## src/hw/rtl/bal_pkg.sv

```systemverilog
// shared types and constants for the bounded array list
package bal_pkg;

    // word width of one list entry
    localparam int WORD_W = 32;

    // default number of entries
    localparam int DEF_CAPACITY = 16;

    // request codes
    typedef enum logic [2:0] {
        REQ_APPEND = 3'd0,
        REQ_READ   = 3'd1,
        REQ_WRITE  = 3'd2,
        REQ_SEARCH = 3'd3,
        REQ_REMOVE = 3'd4
    } t_req;

    // result status codes
    typedef enum logic [1:0] {
        ST_OK       = 2'd0,
        ST_OVERFLOW = 2'd1,
        ST_RANGE    = 2'd2,
        ST_NOTFOUND = 2'd3
    } t_status;

    // control broadcast from the top level to every cell
    typedef struct packed {
        logic              cap;   // compare phase: latch match flags
        logic              exe;   // execute phase: update entries
        t_req              op;
        logic [3:0]        idx;
        logic [WORD_W-1:0] word;
    } t_cell_ctl;

endpackage

```

## src/hw/rtl/bal_cell.sv

```systemverilog
// one list entry: holds a word, matches it and shifts from its right neighbor
module bal_cell import bal_pkg::*; #(
    parameter int IDX = 0,
    parameter int CW  = 5
) (
    input  logic              i_clk,
    input  logic              i_rst_n,
    input  t_cell_ctl         i_ctl,
    input  logic [CW-1:0]     i_count,
    input  logic [WORD_W-1:0] i_next_word,
    input  logic              i_hit,
    output logic [WORD_W-1:0] o_word,
    output logic              o_hit,
    output logic              o_first
);

    logic [WORD_W-1:0] r_word;
    logic [WORD_W-1:0] n_word;
    logic              r_match;
    logic              w_valid;
    logic              w_keep_next;
    logic              w_at_top;
    logic              w_addr;

    // position of this cell relative to the fill level
    assign w_valid     = {1'b0, i_count} > (CW+1)'(IDX);
    assign w_keep_next = {1'b0, i_count} > (CW+1)'(IDX + 1);
    assign w_at_top    = (i_count == CW'(IDX));
    assign w_addr      = (IDX < 16) && (int'(i_ctl.idx) == IDX);

    // first-match chain
    assign o_hit   = i_hit | r_match;
    assign o_first = r_match & ~i_hit;
    assign o_word  = r_word;

    // entry update
    always_comb begin
        n_word = r_word;
        if (i_ctl.exe) begin
            case (i_ctl.op)
                REQ_APPEND: begin
                    if (w_at_top) n_word = i_ctl.word;
                end
                REQ_WRITE: begin
                    if (w_addr) n_word = i_ctl.word;
                end
                REQ_REMOVE: begin
                    if (o_hit && w_keep_next) n_word = i_next_word;
                end
                default: n_word = r_word;
            endcase
        end
    end

    // entry and match registers
    always_ff @(posedge i_clk) begin
        if (!i_rst_n) begin
            r_word  <= '0;
            r_match <= 1'b0;
        end else begin
            r_word <= n_word;
            if (i_ctl.cap) r_match <= w_valid && (r_word == i_ctl.word);
        end
    end

endmodule

```

## src/hw/rtl/bounded_array_list_top.sv

```systemverilog
// bounded ordered list of signed words built as a chain of entry cells
//
// Input channel i_valid / o_ready carries one request item: i_req_type
// (append, read, overwrite, search, remove first match), i_slot_index and
// i_word_value. Output channel o_valid / i_ready carries one result item per
// request: status, read word, found position, entry total, full and empty.
// Each request runs in two phases: at the accept edge every cell compares its
// entry with the word and latches a match flag, and the read or old word is
// picked; in the execute cycle that follows, a ripple first-match chain through the
// cells picks the match, all cells update at once (append, overwrite or
// shift-down removal) and the result is loaded into the output register.
// o_valid rises when the result is loaded; no new request is taken during the
// execute cycle, so requests are handled one at a time.
// A result waiting in the output register blocks the next accept until the
// receiver takes it; the new request may be accepted at the same edge as
// the result.
// Synchronous active-low reset clears every entry to zero, the count to zero
// and drops both valid flags.
module bounded_array_list_top import bal_pkg::*; #(
    parameter int CAPACITY = DEF_CAPACITY
) (
    input  logic              i_clk,
    input  logic              i_rst_n,
    input  logic              i_valid,
    output logic              o_ready,
    input  logic [2:0]        i_req_type,
    input  logic [3:0]        i_slot_index,
    input  logic signed [WORD_W-1:0] i_word_value,
    output logic              o_valid,
    input  logic              i_ready,
    output logic [1:0]        o_status,
    output logic signed [WORD_W-1:0] o_read_word,
    output logic [4:0]        o_found_position,
    output logic [4:0]        o_entry_total,
    output logic              o_is_full,
    output logic              o_is_empty
);

    localparam int CW    = $clog2(CAPACITY + 1);
    localparam int NSLOT = (CAPACITY < 16) ? CAPACITY : 16;

    logic              r_busy;
    logic [CW-1:0]     r_count;
    logic [CW-1:0]     n_count;
    t_req              r_op;
    logic [3:0]        r_idx;
    logic [WORD_W-1:0] r_word;
    logic [WORD_W-1:0] r_rd;
    logic [WORD_W-1:0] w_rd_src;
    logic              r_out_valid;
    t_status           r_status;
    t_status           n_status;
    logic [WORD_W-1:0] r_read_word;
    logic [WORD_W-1:0] n_read_word;
    logic [CW-1:0]     w_pos;
    logic [4:0]        r_pos;
    logic [4:0]        n_pos;
    logic              w_accept;
    logic              w_any_hit;
    logic              w_idx_in_count;
    logic              w_idx_in_cap;
    logic              w_not_full;
    t_cell_ctl         w_ctl;

    logic [WORD_W-1:0] w_cell_word [CAPACITY];
    logic [CAPACITY:0] w_hit;
    logic [CAPACITY-1:0] w_first;

    // handshake
    assign w_accept = i_valid && o_ready;
    assign o_ready  = !r_busy && (!r_out_valid || i_ready);

    // control broadcast to the cells
    assign w_ctl.cap  = w_accept;
    assign w_ctl.exe  = r_busy;
    assign w_ctl.op   = r_op;
    assign w_ctl.idx  = r_idx;
    assign w_ctl.word = r_busy ? r_word : i_word_value;

    // cell chain
    assign w_hit[0] = 1'b0;
    for (genvar k = 0; k < CAPACITY; k++) begin : g_cell
        logic [WORD_W-1:0] w_next;
        if (k < CAPACITY - 1) begin : g_mid
            assign w_next = w_cell_word[k+1];
        end else begin : g_end
            assign w_next = w_cell_word[k];
        end
        bal_cell #(
            .IDX (k),
            .CW  (CW)
        ) u_cell (
            .i_clk       (i_clk),
            .i_rst_n     (i_rst_n),
            .i_ctl       (w_ctl),
            .i_count     (r_count),
            .i_next_word (w_next),
            .i_hit       (w_hit[k]),
            .o_word      (w_cell_word[k]),
            .o_hit       (w_hit[k+1]),
            .o_first     (w_first[k])
        );
    end
    assign w_any_hit = w_hit[CAPACITY];

    // word at the requested slot, taken at accept
    always_comb begin
        w_rd_src = '0;
        for (int k = 0; k < NSLOT; k++) begin
            if (i_slot_index == 4'(k)) w_rd_src = w_cell_word[k];
        end
    end

    // one-hot first match to 1-based position
    always_comb begin
        w_pos = '0;
        for (int k = 0; k < CAPACITY; k++) begin
            if (w_first[k]) w_pos = w_pos | CW'(k + 1);
        end
    end

    // range checks
    assign w_idx_in_count = (CW+4)'(r_idx) < (CW+4)'(r_count);
    assign w_idx_in_cap   = int'(r_idx) < CAPACITY;
    assign w_not_full     = r_count != CW'(CAPACITY);

    // result and next count
    always_comb begin
        n_count     = r_count;
        n_status    = ST_OK;
        n_read_word = '0;
        n_pos       = '0;
        case (r_op)
            REQ_APPEND: begin
                if (w_not_full) n_count = r_count + CW'(1);
                else n_status = ST_OVERFLOW;
            end
            REQ_READ: begin
                if (w_idx_in_count) n_read_word = r_rd;
                else n_status = ST_RANGE;
            end
            REQ_WRITE: begin
                if (w_idx_in_cap) n_read_word = r_rd;
                else n_status = ST_RANGE;
            end
            REQ_SEARCH: begin
                if (w_any_hit) n_pos = 5'(w_pos);
                else n_status = ST_NOTFOUND;
            end
            REQ_REMOVE: begin
                if (w_any_hit) n_count = r_count - CW'(1);
                else n_status = ST_NOTFOUND;
            end
            default: n_status = ST_OK;
        endcase
    end

    // request and count registers
    always_ff @(posedge i_clk) begin
        if (!i_rst_n) begin
            r_busy  <= 1'b0;
            r_count <= '0;
        end else begin
            if (w_accept) r_busy <= 1'b1;
            else if (r_busy) r_busy <= 1'b0;
            if (r_busy) r_count <= n_count;
        end
    end

    always_ff @(posedge i_clk) begin
        if (w_accept) begin
            r_op   <= t_req'(i_req_type);
            r_idx  <= i_slot_index;
            r_word <= i_word_value;
            r_rd   <= w_rd_src;
        end
    end

    // output register
    always_ff @(posedge i_clk) begin
        if (!i_rst_n) begin
            r_out_valid <= 1'b0;
        end else begin
            if (r_busy) r_out_valid <= 1'b1;
            else if (i_ready) r_out_valid <= 1'b0;
        end
    end

    always_ff @(posedge i_clk) begin
        if (r_busy) begin
            r_status    <= n_status;
            r_read_word <= n_read_word;
            r_pos       <= n_pos;
        end
    end

    assign o_valid          = r_out_valid;
    assign o_status         = r_status;
    assign o_read_word      = r_read_word;
    assign o_found_position = r_pos;
    assign o_entry_total    = 5'(r_count);
    assign o_is_full        = (r_count == CW'(CAPACITY));
    assign o_is_empty       = (r_count == '0);

    // checks
    a_exec_follows_accept: assert property (@(posedge i_clk) disable iff (!i_rst_n)
        w_accept |=> r_busy && !o_ready)
        else $error("request not executed after accept");

    a_result_after_exec: assert property (@(posedge i_clk) disable iff (!i_rst_n)
        r_busy |=> o_valid)
        else $error("no result after execute cycle");

    a_count_bounded: assert property (@(posedge i_clk) disable iff (!i_rst_n)
        {1'b0, r_count} <= (CW+1)'(CAPACITY))
        else $error("entry count beyond capacity");

    a_single_first: assert property (@(posedge i_clk) disable iff (!i_rst_n)
        $onehot0(w_first))
        else $error("more than one first match");

    a_count_only_on_exec: assert property (@(posedge i_clk) disable iff (!i_rst_n)
        !r_busy |=> $stable(r_count))
        else $error("count changed outside execute cycle");

endmodule

```

## config.mk

```make
export PLATFORM = sky130hd
export DESIGN_NAME = bounded_array_list_top
export DESIGN_NICKNAME = d
export VERILOG_FILES = /design/src/hw/rtl/bal_pkg.sv /design/src/hw/rtl/bal_cell.sv /design/src/hw/rtl/bounded_array_list_top.sv
export SDC_FILE = /design/constraint.sdc
export NUM_CORES = 2
export LEC_CHECK = 0
export BUFFER_PORTS_ARGS = -buffer_cell sky130_fd_sc_hd__buf_4
export CAP_MARGIN = 20
export CORE_MARGIN = 2
export CORE_UTILIZATION = 25
export DETAILED_ROUTE_END_ITERATION = 10
export HOLD_SLACK_MARGIN = 0.08
export PLACE_DENSITY = 0.49
export SLEW_MARGIN = 5
export SYNTH_ARGS = -nofsm -noshare
export SYNTH_HDL_FRONTEND = slang
export SYNTH_SLANG_ARGS = --single-unit
```

## constraint.sdc

```tcl
create_clock -name i_clk -period 13.17 [get_ports i_clk]
set_input_delay 1.9755 -clock i_clk [delete_from_list [all_inputs] [get_ports i_clk]]
set_output_delay 1.9755 -clock i_clk [all_outputs]
set_load 0.02 [all_outputs]
```

# After elaboration in Yosys (flattened, before gate mapping)
# Cells that the tools add are included.
[totals]
ff_bits = 645
inputBits = 43
output_inout_bits = 48
elab_cells = 393
[op_classes]
add_sub_neg = 2
magnitude_cmp = 17
eq_ne = 116
mux = 108
bitwise = 45
n_reduce_logical = 63
[op_table]
columns = ["op", "n"]
rows = [
  ["2-to-1 mux 32 bit", 65],
  ["one-hot mux 32 bit (3 select lines)", 15],
  ["equality test 32 bit", 16],
  ["one-hot mux 32 bit (2 select lines)", 2],
  ["inequality test 2 x 1 -> 1 bit, second input constant", 47],
  ["AND reduction 5 bit", 15],
  ["equality test 4 bit, second input constant", 16],
  ["equality test 5 x 4 -> 1 bit, second input constant", 8],
  ["> comparator 5 x 4 -> 1 bit, second input constant", 8],
  ["logical AND 1 bit", 33],
  ["equality test 4 x 3 -> 1 bit, second input constant", 8],
  ["2-to-1 mux 4 bit", 8],
  ["equality test 5 x 3 -> 1 bit, second input constant", 4],
  ["> comparator 5 x 3 -> 1 bit, second input constant", 4],
  ["equality test 4 x 2 -> 1 bit, second input constant", 4],
  ["bitwise AND 1 bit", 15],
  ["2-to-1 mux 5 bit", 3],
  ["inverter 1 bit", 15],
  ["bitwise OR 1 bit", 15],
  ["2-to-1 mux 3 bit", 4],
  ["equality test 5 x 2 -> 1 bit, second input constant", 2],
  ["> comparator 5 x 1 -> 1 bit, second input constant", 2],
  ["> comparator 5 x 2 -> 1 bit, second input constant", 2],
  ["one-hot mux 5 bit (2 select lines)", 1],
  ["other kinds (24)", 39],
]

# Depth between registers and ports, before layout
[logic_depth]
word_depth = 17
mapped_depth = 11
mapped_depth_nobuf = 9

# Hierarchy
# Synthesis repeated with hierarchy kept, for this count alone.
[hier_totals]
cells_unflattened = 4343
hier_area_um2 = 41997.8
[by_module_without_submodules]
columns = ["mod", "instances", "cells_per_inst", "area_per_inst_um2", "seq_area_each_um2"]
rows = [
  ["bounded_array_list_top", 1, 1096, 10059.6, 3443.3],
  ["bal_cell (g_cell[10].u_cell)", 1, 205, 2158.3, 660.6],
  ["bal_cell (g_cell[13].u_cell)", 1, 203, 2095.8, 660.6],
  ["bal_cell (g_cell[9].u_cell)", 1, 214, 2042.0, 660.6],
  ["bal_cell (g_cell[7].u_cell)", 1, 202, 2023.2, 660.6],
  ["bal_cell (g_cell[8].u_cell)", 1, 203, 2008.2, 660.6],
  ["bal_cell (g_cell[2].u_cell)", 1, 203, 2001.9, 660.6],
  ["bal_cell (g_cell[4].u_cell)", 1, 208, 2001.9, 660.6],
  ["bal_cell (g_cell[5].u_cell)", 1, 206, 1999.4, 660.6],
  ["bal_cell (g_cell[0].u_cell)", 1, 201, 1998.2, 660.6],
  ["bal_cell (g_cell[15].u_cell)", 1, 203, 1996.9, 660.6],
  ["bal_cell (g_cell[12].u_cell)", 1, 204, 1995.7, 660.6],
  ["bal_cell (g_cell[14].u_cell)", 1, 239, 1993.2, 660.6],
  ["bal_cell (g_cell[1].u_cell)", 1, 202, 1978.1, 660.6],
  ["3 more rows", "n/a", "n/a", "n/a", "n/a"],
]

# Worst setup path before layout
# Ideal clock, no wire load.
[synth_path]
path_kind = "input port to flip-flop"
startpoint = "in i_ready"
endpoint = "reg g_cell[11].u_cell.r_match"
setup_ps = 121
t_arrival_ps = 5036
required_ps = 13049
slack_ps = 8013
path_stages = 7
n_path_buf = 1
cell_sequence = "inv_1 a21oi_1 and2_1 nor2_1 clkbuf_1 nand2_1 o21ai_0"
[synth_lines]
columns = ["element", "line", "rtl"]
rows = [
  ["from (decl)", "bounded_array_list_top.sv:30", "input logic i_ready,"],
  ["to (signal assigned)", "bal_cell.sv:62", "if (i_ctl.cap) r_match <= w_valid && (r_word == i_ctl.word);"],
  ["to (decl)", "bal_cell.sv:19", "logic r_match;"],
]

# Final worst setup path
[layout_path]
startpoint = "in i_slot_index[1]"
endpoint = "reg r_rd[26] (data pin)"
[layout_between]
elab_chain_len = 17
word_cells_on_any_way = 32
classes_between = "eq/ne (15); mux (16); reduce/logical (1)"
[layout_lines]
columns = ["element", "line", "rtl"]
rows = [
  ["from (decl)", "bounded_array_list_top.sv:27", "input logic [3:0] i_slot_index,"],
  ["logical NOT 4 bit", "bounded_array_list_top.sv:110", "if (i_slot_index == 4'(k)) w_rd_src = w_cell_word[k];"],
  ["2-to-1 mux 32 bit (15 in a row)", "bounded_array_list_top.sv:110", ""],
  ["2-to-1 mux 32 bit *", "bounded_array_list_top.sv:110", ""],
  ["via w_rd_src[26]", "bounded_array_list_top.sv:49", "logic [WORD_W-1:0] w_rd_src;"],
  ["to (signal assigned)", "bounded_array_list_top.sv:175", "r_rd <= w_rd_src;"],
  ["to (decl)", "bounded_array_list_top.sv:48", "logic [WORD_W-1:0] r_rd;"],
]
# Mark *: on every way through the listed nets, which the timed path passes. The rest lies on a longest branch.
# A chain may end at the register's enable or synchronous reset.

==> flow_summary_export.csv <==
group,metric,value,unit
worst_setup_path,cp-end-kind,"flip-flop",
sta,fin_worst_skew,0.0313,ns
power_and_ir_drop,finalPower,5.28,mW
worst_setup_path,worstPathRequired,13.56,ns
clock_network,htree_levels,3,
route,post-route-drc-count,0,
run,maxCapViolCount,0,
global_route,grt.total_usage,23.2,%
hold_path,hold_path_class,"reg2reg",
worst_setup_path,crit_chain,"buf_6 -> buf_4 -> buf_4 -> and2_1 -> a2111oi_0 -> a2111oi_0 -> a21oi_1 -> o21ai_0 -> a31oi_1",
worst_setup_path,max_stage_delay,0.63,ns
sta,final.period_utilization,39.6,%
placed_design,hpwl,131000,um
global_route,grt_start_max_net_pins,193,
cells_and_area,nets,4313,
clock_network,cts_hold_buf,0,
sta,rsz0062_at_grt,"false",
logic_synthesis,synth_edf_count,110,
logic_synthesis,yosys.area.top_type_share,28.9,%
clock_network,root_buffer,"clkbuf_16",
clock_network,cts_tree,"yes",
logic_synthesis,yosysSeqAreaShare,37.8,%
placed_design,dp_cells,6110,
logic_synthesis,ys_async_sr_fraction,0,%
route,vias,35300,
logic_synthesis,synth_top_cell_by_area,"dfxtp_1",
clock_network,ctsResizeCount,0,
worst_setup_path,crit_fanout,71,
die,initial_core_util,25.2,%
sta,maxSlewViolCount,0,
sta,min_period,5.22,ns
global_route,met2_usage,36.3,%
route,viasPerCell,5.64,
clock_network,clock_latency,0.68,ns
sta,relSlewSlack,20.7,%
route,routed_wirelength,183000,um
route,detail-route-antenna-nets,0,
logic_synthesis,ys_types,73,
route,drt-initial-drc-count,4406,
power_and_ir_drop,powerDensity,125,nW/um^2
worst_setup_path,cp-start-kind,"primary input",
clock_network,cts_buffers,79,
status,status,"complete, no violations",
sta,worstMarginPinSlew,1.16,ns
clock_network,clk_pin_slew,0.06,ns
global_route,grt_busiest_layer,"met2",
logic_synthesis,synth_flop_cell,"dfxtp_1",
clock_network,postCtsSetupRepairBufs,0,
global_route,antenna_found_initial,10,
logic_synthesis,synth_nets,4436,
power_and_ir_drop,leakage,13.7,nW
worst_setup_path,slowest_stage,"buf_4",
global_route,gr-total-overflow,0,
sta,maxClockFrequency,192,MHz
logic_synthesis,synth_area_leaders,"dfxtp_1 29%, edfxtp_1 8.9%, a21oi_1 7.6%",
placed_design,gp_congestion,0.975,
worst_setup_path,cp.arrival,5.61,ns
power_and_ir_drop,ir_worst_vdd,92.2,uV
placed_design,dpl_cell_area,39500,sq um
die,core-area,147000,sq um
placed_design,port_buffers,90,
die,ioPinCount,91,
route,wl_per_cell,29.2,um
sta,hold_viol,0,
cells_and_area,syn2layout_area_growth,13.8,%
route,drtPass1Iterations,8,
cells_and_area,stdcell_area,42200,sq um
die,dieArea,152000,sq um
sta,setup_viol,0,
die,rows,141,
die,die_y,389,um
global_route,grt_pass1_wl,256000,um
logic_synthesis,ys_seq_elements,645,
cells_and_area,multiInputGateArea,21600,sq um
cells_and_area,seq_area,14000,sq um
global_route,use_met3,5.55,%
worst_setup_path,regToRegSetupSlack,8.52,ns
global_route,use_met1,31.3,%
die,die_w,389,um
clock_network,max-clock-path-buffers,3,
hold_path,whs_path_depth,2,
cells_and_area,fill_cells,15700,
logic_synthesis,syn_inst,4385,
sta,fin_hold_ws,0.480,ns
cells_and_area,mostFrequentLayoutCell,"nand2_1",
sta,totalNegativeSetupSlack,0,ns
logic_synthesis,ys_warn_count,0,
cells_and_area,final_cell_count_no_fill,6258,
global_route,grt_pass1_vias,32500,
logic_synthesis,syn_avg_cell_area,8.46,sq um
worst_setup_path,path_class,"in2reg",
cells_and_area,drive_above_1_share,13.9,%
cells_and_area,most-common-layout-cells,"592 x nand2_1, 565 x a21oi_1, 534 x dfxtp_1",
worst_setup_path,r2r_cells,9,
logic_synthesis,syn_area,37100,sq um
clock_network,cts_sinks,645,
## synth_stat cells (9+ instances only)
cell type and count:
nand2_1 593, nor2b_1 9, or3b_2 44, nor3_1 40
a21oi_1 565, a21o_1 10, clkbuf_1 276, nor4_1 83
o221ai_1 20, mux2i_4 25, a31oi_1 25, mux2i_1 43
xnor2_1 259, o22ai_1 35, nand3_1 17, o21ai_0 251
mux2_2 42, or2_2 120, xor2_1 257, o21ai_1 15
buf_2 59, nand4_1 79, o311ai_0 9, a22oi_1 27
nand2b_1 46, buf_4 9, dfxtp_1 535, a221oi_1 13
mux4_2 25, inv_1 20, o21a_1 50, a211oi_1 37
buf_1 43, o211ai_1 264, o2111ai_1 42, nor2_1 177
edfxtp_1 110
## cell type report
class                           count  area share [%]
Antenna cell                        2          0.0119
Clock inverter                     38           0.847
Sequential cell                   645            33.2
Timing Repair Buffer              188            3.41
Inverter                           23           0.222
Multi-Input combinational cell   3325            51.2
Tap cell                         1930            5.72
Clock buffer                      107            5.44
## state kept, by name (all words and copies together) (netlist names)
signal                 flops
g_cell.u_cell.o_word     512
g_cell.u_cell.r_match     16
o_entry_total              5
o_found_position           5
o_read_word               32
o_status                   2
o_valid                    1
r_busy                     1
r_idx                      4
r_op                       3
r_rd                      32
r_word                    32
## critical path, delay by kind of cell
family                 cells  cell delay [ns]
AND/OR/NAND/NOR            1             0.53
buffers and inverters      3             1.79
AO/OA/AOI/OAI              5             1.10
## kinds of logic after synthesis
| group | Yosys count | share of synthesized area, % |
|---|---|---|
| xor+xnor | 516 | 12.2 |
| simple gates | 1241 | 16.0 |
| buf+inv | 415 | 4.59 |
| mux | 142 | 5.73 |
| flops | 645 | 37.8 |
| compound gates | 1418 | 23.5 |
| fa+ha+maj | 8 | 0.270 |
## layer usage
metal,vias to the layer above,wire (um)
met3,308,18400
met1,17500,76700
met4,16,6130
met5,-,117
li1,15500,-
met2,1867,81200
## through the flow
stage	setup slack, ns	utilization [%]
2_1_floorplan	8.01	-
3_3_place_gp	7.36	26.8
3_5_place_dp	7.43	26.8
4_1_cts	8.13	28.6
5_1_grt	7.80	28.6
6_report	7.95	28.6
## final timing paths
| path | startpoint | end |
|---|---|---|
| worst min-delay path | g_cell[0].u_cell.o_word[11] | g_cell[0].u_cell.o_word[11] |
| worst min register to register | g_cell[0].u_cell.o_word[11] | g_cell[0].u_cell.o_word[11] |
| worst max-delay path | i_slot_index[1] | r_rd[26] |
| worst max register to register | r_busy | g_cell[12].u_cell.r_match |
## where the power goes
group          leakage (nW)  internal, mW  switching [mW]
Clock                  1.32          1.34           0.953
Combinational          7.03         0.241           0.578
Sequential             5.39          2.07           0.102
Power figures use the tool's default switching activity.
